==> config.mk <==
export PLATFORM = sky130hd
export DESIGN_NAME = servo_pwm_generator_top
export DESIGN_NICKNAME = d
export VERILOG_FILES = /design/src/hdl/spg_pkg.sv /design/src/hdl/spg_channel.sv /design/src/hdl/spg_out_buf.sv /design/src/hdl/servo_pwm_generator_top.sv
export SDC_FILE = /design/constraint.sdc
export NUM_CORES = 2
export LEC_CHECK = 0
export BUFFER_PORTS_ARGS = -buffer_cell sky130_fd_sc_hd__buf_4
export CAP_MARGIN = 20
export CORE_ASPECT_RATIO = 0.6
export CORE_MARGIN = 2
export CORE_UTILIZATION = 55
export DETAILED_ROUTE_END_ITERATION = 6
export GPL_TIMING_DRIVEN = 0
export PLACE_DENSITY = 0.78
export SLEW_MARGIN = 25
export SYNTH_ARGS = -nofsm -noshare
export SYNTH_HDL_FRONTEND = slang
export SYNTH_SLANG_ARGS = --single-unit
==> constraint.sdc <==
create_clock -name clk_i -period 27.7 [get_ports clk_i]
set_input_delay 5.54 -clock clk_i [delete_from_list [all_inputs] [get_ports clk_i]]
set_output_delay 5.54 -clock clk_i [all_outputs]
set_load 0.005 [all_outputs]
==> src/hdl/spg_pkg.sv <==
// Types, constants and width arithmetic of the servo pulse generator.
`default_nettype none
package spg_pkg;

  localparam int unsigned CHANNELS_DEF = 4;
  localparam int unsigned KIND_BITS    = 4;

  localparam int unsigned ANGLE_W = 16;
  localparam int unsigned MS_W    = 16;
  localparam int unsigned WIDTH_W = 17;
  localparam int unsigned CH_W    = 2;
  localparam int unsigned PULSE_W = 4;

  localparam logic [ANGLE_W-1:0] LIMIT_180 = 16'h7FFF;
  localparam int unsigned CLOCK_HZ  = 16000000;
  localparam int unsigned PRESCALE  = 15;
  localparam int unsigned UPDATE_MS = 62;
  localparam int unsigned ONE_MS_RST_INT = (CLOCK_HZ / PRESCALE) / 1000;
  localparam int unsigned PERIOD_RST_INT = UPDATE_MS * ONE_MS_RST_INT;

  localparam logic [KIND_BITS-1:0] KINDS_RST  = 4'd10;
  localparam logic [MS_W-1:0]      ONE_MS_RST = MS_W'(ONE_MS_RST_INT);
  localparam logic [WIDTH_W-1:0]   PERIOD_RST = WIDTH_W'(PERIOD_RST_INT);

  localparam int unsigned SHIFT_180 = 15;
  localparam int unsigned SHIFT_360 = 16;
  localparam logic [WIDTH_W-1:0] WIDTH_MAX = '1;

  typedef enum logic {
    OP_TICK = 1'b0,
    OP_SET  = 1'b1
  } op_e;

  typedef enum logic [1:0] {
    REG_KINDS  = 2'd0,
    REG_ONE_MS = 2'd1,
    REG_PERIOD = 2'd2
  } reg_e;

  typedef struct packed {
    logic               accepted;
    logic [PULSE_W-1:0] pulses;
    logic [WIDTH_W-1:0] pulse_width;
  } spg_result_t;

  function automatic logic [ANGLE_W-1:0] angle_reset(input int unsigned c);
    logic [ANGLE_W-1:0] a;
    case (c)
      0:       a = 16'h0000;
      1:       a = 16'h6000;
      2:       a = 16'h7FFF;
      3:       a = 16'h3FFF;
      default: a = '0;
    endcase
    return a;
  endfunction

  // one_ms + (angle * one_ms) >> 15 or 16, saturated to 17 bits
  function automatic logic [WIDTH_W-1:0] width_calc(input logic [ANGLE_W-1:0] angle,
                                                    input logic [MS_W-1:0]    one_ms,
                                                    input logic               kind180);
    logic [ANGLE_W+MS_W-1:0] prod;
    logic [WIDTH_W-1:0]      scaled;
    logic [WIDTH_W:0]        sum;
    prod   = (ANGLE_W + MS_W)'(angle) * (ANGLE_W + MS_W)'(one_ms);
    scaled = kind180 ? WIDTH_W'(prod >> SHIFT_180) : WIDTH_W'(prod >> SHIFT_360);
    sum    = (WIDTH_W + 1)'(one_ms) + (WIDTH_W + 1)'(scaled);
    return sum[WIDTH_W] ? WIDTH_MAX : sum[WIDTH_W-1:0];
  endfunction

endpackage
`default_nettype wire

==> src/hdl/spg_channel.sv <==
// One servo channel: stored angle and its registered pulse width.
`default_nettype none
module spg_channel
  import spg_pkg::*;
#(
  parameter int unsigned IDX = 0
) (
  input  wire logic               clk_i,
  input  wire logic               rst_ni,
  input  wire logic               wr_en_i,
  input  wire logic [ANGLE_W-1:0] wr_angle_i,
  input  wire logic [MS_W-1:0]    one_ms_d_i,
  input  wire logic               kind_d_i,
  output      logic [WIDTH_W-1:0] width_d_o,
  output      logic [WIDTH_W-1:0] width_q_o
);

  localparam logic KIND_RST_BIT = (IDX < KIND_BITS) ? KINDS_RST[IDX % KIND_BITS] : 1'b0;

  logic [ANGLE_W-1:0] angle_q, angle_d;
  logic [WIDTH_W-1:0] width_q;

  assign angle_d   = wr_en_i ? wr_angle_i : angle_q;
  // width follows next-state angle and config, so the registered width is never stale
  assign width_d_o = width_calc(angle_d, one_ms_d_i, kind_d_i);
  assign width_q_o = width_q;

  always_ff @(posedge clk_i or negedge rst_ni) begin
    if (!rst_ni) begin
      angle_q <= angle_reset(IDX);
      width_q <= width_calc(angle_reset(IDX), ONE_MS_RST, KIND_RST_BIT);
    end else begin
      angle_q <= angle_d;
      width_q <= width_d_o;
    end
  end

endmodule
`default_nettype wire

==> src/hdl/spg_out_buf.sv <==
// Result register with skid stage for the output stream.
`default_nettype none
module spg_out_buf
  import spg_pkg::*;
(
  input  wire logic        clk_i,
  input  wire logic        rst_ni,
  input  wire logic        in_valid_i,
  output      logic        in_ready_o,
  input  wire spg_result_t in_data_i,
  output      logic        out_valid_o,
  input  wire logic        out_ready_i,
  output      spg_result_t out_data_o
);

  logic        out_valid_q, skid_valid_q;
  spg_result_t out_data_q, skid_data_q;
  logic        take;

  assign in_ready_o  = !skid_valid_q;
  assign out_valid_o = out_valid_q;
  assign out_data_o  = out_data_q;
  assign take        = out_valid_q && out_ready_i;

  always_ff @(posedge clk_i or negedge rst_ni) begin
    if (!rst_ni) begin
      out_valid_q  <= 1'b0;
      skid_valid_q <= 1'b0;
    end else begin
      if (skid_valid_q) begin
        if (take) begin
          out_valid_q  <= 1'b1;
          skid_valid_q <= 1'b0;
        end
      end else if (in_valid_i) begin
        if (!out_valid_q || take) begin
          out_valid_q <= 1'b1;
        end else begin
          skid_valid_q <= 1'b1;
        end
      end else if (take) begin
        out_valid_q <= 1'b0;
      end
    end
  end

  always_ff @(posedge clk_i) begin
    if (skid_valid_q) begin
      if (take) out_data_q <= skid_data_q;
    end else if (in_valid_i) begin
      if (!out_valid_q || take) out_data_q <= in_data_i;
      else                      skid_data_q <= in_data_i;
    end
  end

endmodule
`default_nettype wire

==> src/hdl/servo_pwm_generator_top.sv <==
// Top level of the four-channel servo pulse generator.
//
// Each transaction on the input stream is either a timer tick (tuser = 0) or a
// set-angle request (tuser = 1) for one channel. A tick steps the period
// counter, which wraps to zero after period_ticks; on the wrap all servo
// outputs go high, and each output drops once the counter equals its channel's
// pulse width. A set-angle request is refused on a 180-degree channel when the
// angle exceeds 0x7FFF, otherwise the angle is stored. Pulse width is
// one_ms_ticks + (angle * one_ms_ticks) >> 15 (180-degree) or >> 16
// (360-degree), saturated to 17 bits. Every input transaction yields exactly
// one output transaction carrying the accepted flag, the output levels after
// the item and the width of the addressed channel.
// Rate: one item per clock unless the output stalls; path: input register,
// then the result register. Each channel holds its width in a register that
// is recomputed by that channel's own 16x16 multiplier whenever the angle or
// the configuration changes. The result register has a skid stage, so the
// input side keeps taking items while one result waits for the downstream.
// Configuration is written through the APB port: channel_kinds at 0x0,
// one_ms_ticks at 0x4, period_ticks at 0x8.
`default_nettype none
module servo_pwm_generator_top
  import spg_pkg::*;
#(
  parameter int unsigned CHANNELS = CHANNELS_DEF
) (
  input  wire logic        clk_i,
  input  wire logic        rst_ni,
  // input stream
  input  wire logic        s_axis_tvalid_i,
  output      logic        s_axis_tready_o,
  input  wire logic [23:0] s_axis_tdata_i,  // [1:0] channel, [17:2] angle, rest zero
  input  wire logic        s_axis_tuser_i,  // [0] op
  // output stream
  output      logic        m_axis_tvalid_o,
  input  wire logic        m_axis_tready_i,
  output      logic [23:0] m_axis_tdata_o,  // [3:0] pulses, [20:4] pulse_width, rest zero
  output      logic        m_axis_tuser_o,  // [0] accepted
  // configuration
  input  wire logic        psel,
  input  wire logic        penable,
  input  wire logic        pwrite,
  input  wire logic [3:0]  paddr,
  input  wire logic [31:0] pwdata,
  output      logic [31:0] prdata,
  output      logic        pready
);

  localparam int unsigned LW = (CHANNELS > PULSE_W) ? CHANNELS : PULSE_W;

  // ---- configuration registers ----
  logic [KIND_BITS-1:0] kinds_q, kinds_d;
  logic [MS_W-1:0]      one_ms_q, one_ms_d;
  logic [WIDTH_W-1:0]   period_q, period_d;
  logic                 cfg_wr;
  logic [1:0]           cfg_idx;

  assign pready  = 1'b1;
  assign cfg_wr  = psel && penable && pwrite && pready;
  assign cfg_idx = paddr[3:2];

  always_comb begin
    kinds_d  = kinds_q;
    one_ms_d = one_ms_q;
    period_d = period_q;
    if (cfg_wr) begin
      case (cfg_idx)
        REG_KINDS:  kinds_d  = pwdata[KIND_BITS-1:0];
        REG_ONE_MS: one_ms_d = pwdata[MS_W-1:0];
        REG_PERIOD: period_d = pwdata[WIDTH_W-1:0];
        default:    ;
      endcase
    end
  end

  always_comb begin
    case (cfg_idx)
      REG_KINDS:  prdata = 32'(kinds_q);
      REG_ONE_MS: prdata = 32'(one_ms_q);
      REG_PERIOD: prdata = 32'(period_q);
      default:    prdata = '0;
    endcase
  end

  always_ff @(posedge clk_i or negedge rst_ni) begin
    if (!rst_ni) begin
      kinds_q  <= KINDS_RST;
      one_ms_q <= ONE_MS_RST;
      period_q <= PERIOD_RST;
    end else begin
      kinds_q  <= kinds_d;
      one_ms_q <= one_ms_d;
      period_q <= period_d;
    end
  end

  // ---- input register ----
  logic               s1_valid_q;
  op_e                s1_op_q;
  logic [CH_W-1:0]    s1_ch_q;
  logic [ANGLE_W-1:0] s1_angle_q;
  logic               buf_ready, fire, s_take;

  assign fire            = s1_valid_q && buf_ready;
  assign s_axis_tready_o = !s1_valid_q || fire;
  assign s_take          = s_axis_tvalid_i && s_axis_tready_o;

  always_ff @(posedge clk_i or negedge rst_ni) begin
    if (!rst_ni) begin
      s1_valid_q <= 1'b0;
    end else if (s_axis_tready_o) begin
      s1_valid_q <= s_axis_tvalid_i;
    end
  end

  always_ff @(posedge clk_i) begin
    if (s_take) begin
      s1_op_q    <= op_e'(s_axis_tuser_i);
      s1_ch_q    <= s_axis_tdata_i[CH_W-1:0];
      s1_angle_q <= s_axis_tdata_i[CH_W+ANGLE_W-1:CH_W];
    end
  end

  // ---- set-angle check ----
  logic ch_present, set_ok, accepted;

  assign ch_present = (32'(s1_ch_q) < CHANNELS);
  assign set_ok     = ch_present && !(kinds_q[s1_ch_q] && (s1_angle_q > LIMIT_180));
  assign accepted   = (s1_op_q == OP_TICK) || set_ok;

  // ---- channel lanes ----
  logic [WIDTH_W-1:0] width_d [CHANNELS];
  logic [WIDTH_W-1:0] width_q [CHANNELS];

  for (genvar c = 0; c < CHANNELS; c++) begin : g_ch
    logic kind_d;
    logic wr_en;
    if (c < KIND_BITS) begin : g_kind
      assign kind_d = kinds_d[c];
    end else begin : g_nokind
      assign kind_d = 1'b0;   // channels past the kind bits are 360-degree
    end
    assign wr_en = fire && (s1_op_q == OP_SET) && set_ok && (32'(s1_ch_q) == c);

    spg_channel #(.IDX(c)) u_ch (
      .clk_i      (clk_i),
      .rst_ni     (rst_ni),
      .wr_en_i    (wr_en),
      .wr_angle_i (s1_angle_q),
      .one_ms_d_i (one_ms_d),
      .kind_d_i   (kind_d),
      .width_d_o  (width_d[c]),
      .width_q_o  (width_q[c])
    );
  end

  // ---- period counter and output levels ----
  logic [WIDTH_W-1:0]  count_q, count_d, count_step;
  logic [CHANNELS-1:0] levels_q, levels_d;
  logic                tick;

  assign tick       = fire && (s1_op_q == OP_TICK);
  assign count_step = (count_q >= period_q) ? '0 : count_q + WIDTH_W'(1);

  always_comb begin
    count_d  = count_q;
    levels_d = levels_q;
    if (tick) begin
      count_d = count_step;
      if (count_step == '0) levels_d = '1;
      // a width of zero coincides with the wrap, so that output stays low
      for (int c = 0; c < CHANNELS; c++) begin
        if (width_q[c] == count_step) levels_d[c] = 1'b0;
      end
    end
  end

  always_ff @(posedge clk_i or negedge rst_ni) begin
    if (!rst_ni) begin
      count_q  <= '0;
      levels_q <= '0;
    end else begin
      count_q  <= count_d;
      levels_q <= levels_d;
    end
  end

  // ---- result ----
  spg_result_t res, res_out;
  logic [LW-1:0] levels_ext;

  assign levels_ext = LW'(levels_d);

  always_comb begin
    res.accepted    = accepted;
    res.pulses      = levels_ext[PULSE_W-1:0];
    res.pulse_width = '0;
    for (int c = 0; c < CHANNELS; c++) begin
      if (32'(s1_ch_q) == c) res.pulse_width = width_d[c];
    end
  end

  spg_out_buf u_out (
    .clk_i       (clk_i),
    .rst_ni      (rst_ni),
    .in_valid_i  (s1_valid_q),
    .in_ready_o  (buf_ready),
    .in_data_i   (res),
    .out_valid_o (m_axis_tvalid_o),
    .out_ready_i (m_axis_tready_i),
    .out_data_o  (res_out)
  );

  assign m_axis_tdata_o = {3'b000, res_out.pulse_width, res_out.pulses};
  assign m_axis_tuser_o = res_out.accepted;

endmodule
`default_nettype wire

==> results.cfg <==
[timing]
rsz0062_at_grt = false
max_slew.worst_pin.slew_ns = 1.23
minimum_period_implied_by_the_final_worst_setup_slack_ns = 19.16
worst_hold_slack_after_final_layout_ns = 0.532
final.setup_skew_ns = 0.0153
final_min_period_over_clock_period_pct = 69.2
finalHoldViolCount = 0
final_count_of_pins_violating_max_slew = 0
setup_violations_final = 0
timing.max_slew.rel_slack_pct = 18.0
final_total_negative_setup_slack_ns = 0
fmaxAchievable_mhz = 52.2

[drt]
via_count = 41800
ant_nets = 0
wirelength_um = 181000
wl_per_cell_um = 26.5
post-route-drc-count = 0
drt_first_pass_iters = 6
drtIter0Drc = 5515
avgViaCountPerCell = 6.11

[global_routing]
grt-ovfl-total = 0
gr-usage-met2_pct = 50.7
grt_pass1_vias = 40600
gr-usage-all-layers_pct = 40.9
grt.busiest_layer = met1
wire_length_of_the_first_global_routing_pass_um = 266000
antenna_found_initial = 4
grt_use_met1_pct = 59.2
maximum_number_of_pins_on_one_net_before_global_route_repair = 86
met3_usage_pct = 23.4

[synth]
synth_seq_area_share_pct = 14.2
synth_area_sq_mm = 0.0480
synth.top_cell.area_share_pct = 32.4
synth_warnings = 0
synth_top_cell_by_area = sky130_fd_sc_hd__fa_1
synth_top_cells_by_area = sky130_fd_sc_hd__fa_1, sky130_fd_sc_hd__ha_1, sky130_fd_sc_hd__inv_1
ys_async_sr_fraction_pct = 75.4
synth_edf_count = 63
ys_types = 83
postSynthCellCount = 5505
ys.flop_type = sky130_fd_sc_hd__dfrtp_1
ys_seq_elements = 256
average_cell_area_after_synthesis_sq_um = 8.72

[die]
floorplan.rows = 83
core_area_sq_mm = 0.0860
die_area_sq_mm = 0.0897
die_w_um = 385
floorplan.initialDensity_pct = 55.8
fp.dieH_um = 233
floorplan.io_pins = 128

[clock_tree]
max-clock-path-buffers = 3
cts.sink_count = 256
clockRootBuffer = sky130_fd_sc_hd__clkbuf_16
cts_htree_levels = 1
cts_tree = yes
post-cts-setup-buffers = 0
postCtsHoldBufs = 0
clock_latency_of_the_later_clocked_register_in_the_worst_skew_pair_ns = 0.62
cts_clk_pin_slew_worst_paths_ns = 0.07
cts_repair_resize_count = 0
numCtsBuffers = 30

[layout]
multiInputGateArea_sq_mm = 0.0366
finish.cell_count_without_fillers = 6835
final_layout_size_suffix_gt1_share_pct = 6.90
utilization_pct = 60.3
nNetsFinal = 6990
seq_cell_area_sq_mm = 0.00680
area_growth_pct = 8.00
filler_cell_count = 7642

[min_path]
holdCritPathClass = flop to flop

[place]
io_buffers = 84
gp_weighted_congestion = 1.08
placedCellCount = 6771
post-dp-hpwl_um = 150000

[worst_setup_path]
path_common_cell = sky130_fd_sc_hd__fa_1
timing.critical_path.fanout_max = 10
worst-endpoint-required_ns = 28.07
endpoint_type_of_the_worst_setup_path = flop
cp_max_delay_cell = sky130_fd_sc_hd__a2111oi_0
crit_path_max_incr_delay_ns = 0.86
cp-start-kind = input pin
cp_data_arrival_time_ns = 19.53
worst-setup-path-type = input pin to flop

[status]
run_status = complete, no violations

[flow_run]
cap_violations = 0
cell families (layout without fill, tap and decap cells):
group | count (synthesis) | in the layout | share of synthesized area (%)
and+or+nand+nor | 1715 | 1715 | 15.1
buffers and inverters | 1313 | 1473 | 10.4
adders and majority gates | 1264 | 1264 | 45.1
AOI/OAI and AO/OA | 676 | 676 | 9.47
DFF | 256 | 256 | 14.2
xor gates and xnor gates | 154 | 154 | 2.81
muxes | 125 | 125 | 2.86
other | 2 | 25 | 0.0156
flip-flops by register name (all words and copies together), names as in the netlist:
register and flops:
u_out.out_data_o 22, s1_valid_q 1, u_out.out_valid_o 1, u_out.skid_valid_q 1
g_ch.u_ch.width_q_o 68, g_ch.u_ch.angle_q 64, count_q 17, u_out.skid_data_q 22
s1_angle_q 16, levels_q 4, s1_ch_q 2, one_ms_q 16
kinds_q 4, s1_op_q 1, period_q 17
placed cells by master (no fill, tap or decap), types with 22 or more instances in the layout:
cell                        count
sky130_fd_sc_hd__nand4_1       23
sky130_fd_sc_hd__nand2b_1      30
sky130_fd_sc_hd__nor4b_1       25
sky130_fd_sc_hd__o31ai_1       22
sky130_fd_sc_hd__buf_4        104
sky130_fd_sc_hd__nor2b_1       27
sky130_fd_sc_hd__a21oi_1      141
sky130_fd_sc_hd__clkbuf_2      24
sky130_fd_sc_hd__nand2_1      799
sky130_fd_sc_hd__clkbuf_16     32
sky130_fd_sc_hd__ha_1         488
sky130_fd_sc_hd__xnor2_1       94
sky130_fd_sc_hd__o21a_1        30
sky130_fd_sc_hd__dfrtp_1      127
sky130_fd_sc_hd__dfstp_2       66
sky130_fd_sc_hd__a21o_1        57
sky130_fd_sc_hd__xor2_1        45
sky130_fd_sc_hd__clkbuf_1     197
sky130_fd_sc_hd__inv_1       1043
sky130_fd_sc_hd__nand3_1       53
sky130_fd_sc_hd__mux2_2        26
sky130_fd_sc_hd__o21bai_1      23
sky130_fd_sc_hd__nor3_1        47
sky130_fd_sc_hd__fa_1         776
sky130_fd_sc_hd__a211oi_1      27
sky130_fd_sc_hd__nor2_1       580
sky130_fd_sc_hd__edfxtp_1      63
sky130_fd_sc_hd__o21ai_0      143
sky130_fd_sc_hd__a31oi_1       43
sky130_fd_sc_hd__mux2i_1       71
sky130_fd_sc_hd__and2_1        27
sky130_fd_sc_hd__or2_2         25
critical path, delay by kind of cell:
family          cells  cell delay (ns)
xor+xnor            2             0.83
simple gates        6             1.31
fa+ha+maj           8             3.74
buf+inv             7             2.26
mux                 2             0.77
compound gates     14             5.04
layer usage:
metal  vias up  routed length (um)
met4        10                6260
met5         -                  96
met1     20500               74900
met3       415               35200
li1      17600                   -
met2      3175               64800
stage by stage:
stage	setup slack, ns	cell area [sq um]
after floorplan	12.17	48100
after global placement	8.20	50100
after detailed placement	8.12	50700
after CTS	8.73	51700
after global routing	8.13	51800
final	8.54	51800
cell type report:
type,count,area share (%)
Buffer,251,2.03
Clock inverter,14,0.280
Clock buffer,42,1.64
Sequential cell,256,13.1
Inverter,1062,7.69
Timing Repair Buffer,104,1.93
Multi-Input combinational cell,3953,70.5
Tap cell,1147,2.77
Antenna cell,6,0.0290
path summary, 6_finish.rpt:
kind	from	to	slack, ns	cells after the start
setup / recovery	paddr[2]	u_out.out_data_o[12]	8.54	39
hold / removal	u_out.skid_data_q[19]	u_out.out_data_o[19]	0.53	2
setup reg to reg	u_out.skid_valid_q	u_out.out_data_o[12]	12.59	41
hold reg to reg	u_out.skid_data_q[19]	u_out.out_data_o[19]	0.53	2
max in group asynchronous	rst_ni	g_ch[1].u_ch.angle_q[14]	21.95	2
min in group asynchronous	rst_ni	period_q[14]	4.85	1
cell usage after synthesis, types with 8 or more instances:
cell and count:
sky130_fd_sc_hd__xor2_1 50, sky130_fd_sc_hd__a21oi_1 142, sky130_fd_sc_hd__nand2_1 799, sky130_fd_sc_hd__ha_1 488, sky130_fd_sc_hd__inv_1 1043, sky130_fd_sc_hd__o21a_1 30
sky130_fd_sc_hd__o21bai_1 23, sky130_fd_sc_hd__clkbuf_1 212, sky130_fd_sc_hd__clkinv_1 16, sky130_fd_sc_hd__a211oi_1 27, sky130_fd_sc_hd__dfstp_2 66, sky130_fd_sc_hd__nor2_1 580
sky130_fd_sc_hd__mux2i_1 92, sky130_fd_sc_hd__and3_1 18, sky130_fd_sc_hd__a21o_1 57, sky130_fd_sc_hd__or3_1 16, sky130_fd_sc_hd__nor4b_1 26, sky130_fd_sc_hd__nor3_1 53
sky130_fd_sc_hd__nand2b_1 30, sky130_fd_sc_hd__fa_1 776, sky130_fd_sc_hd__xnor2_1 104, sky130_fd_sc_hd__nor4_1 12, sky130_fd_sc_hd__a221oi_1 19, sky130_fd_sc_hd__a31oi_1 43
sky130_fd_sc_hd__a221o_1 8, sky130_fd_sc_hd__a22o_1 15, sky130_fd_sc_hd__buf_1 14, sky130_fd_sc_hd__nand3_1 53, sky130_fd_sc_hd__o31a_1 9, sky130_fd_sc_hd__dfrtp_1 127
sky130_fd_sc_hd__nor2b_1 27, sky130_fd_sc_hd__o211ai_1 18, sky130_fd_sc_hd__nand4_1 23, sky130_fd_sc_hd__o22ai_1 14, sky130_fd_sc_hd__edfxtp_1 63, sky130_fd_sc_hd__buf_4 20
sky130_fd_sc_hd__a211o_1 9, sky130_fd_sc_hd__or2_2 25, sky130_fd_sc_hd__mux2_2 26, sky130_fd_sc_hd__o21ai_0 144, sky130_fd_sc_hd__and2_1 28, sky130_fd_sc_hd__o31ai_1 23
Power is left out: the tool's default activity adds up to more than one toggle a clock period on the data nets, which glitch-free logic cannot reach.
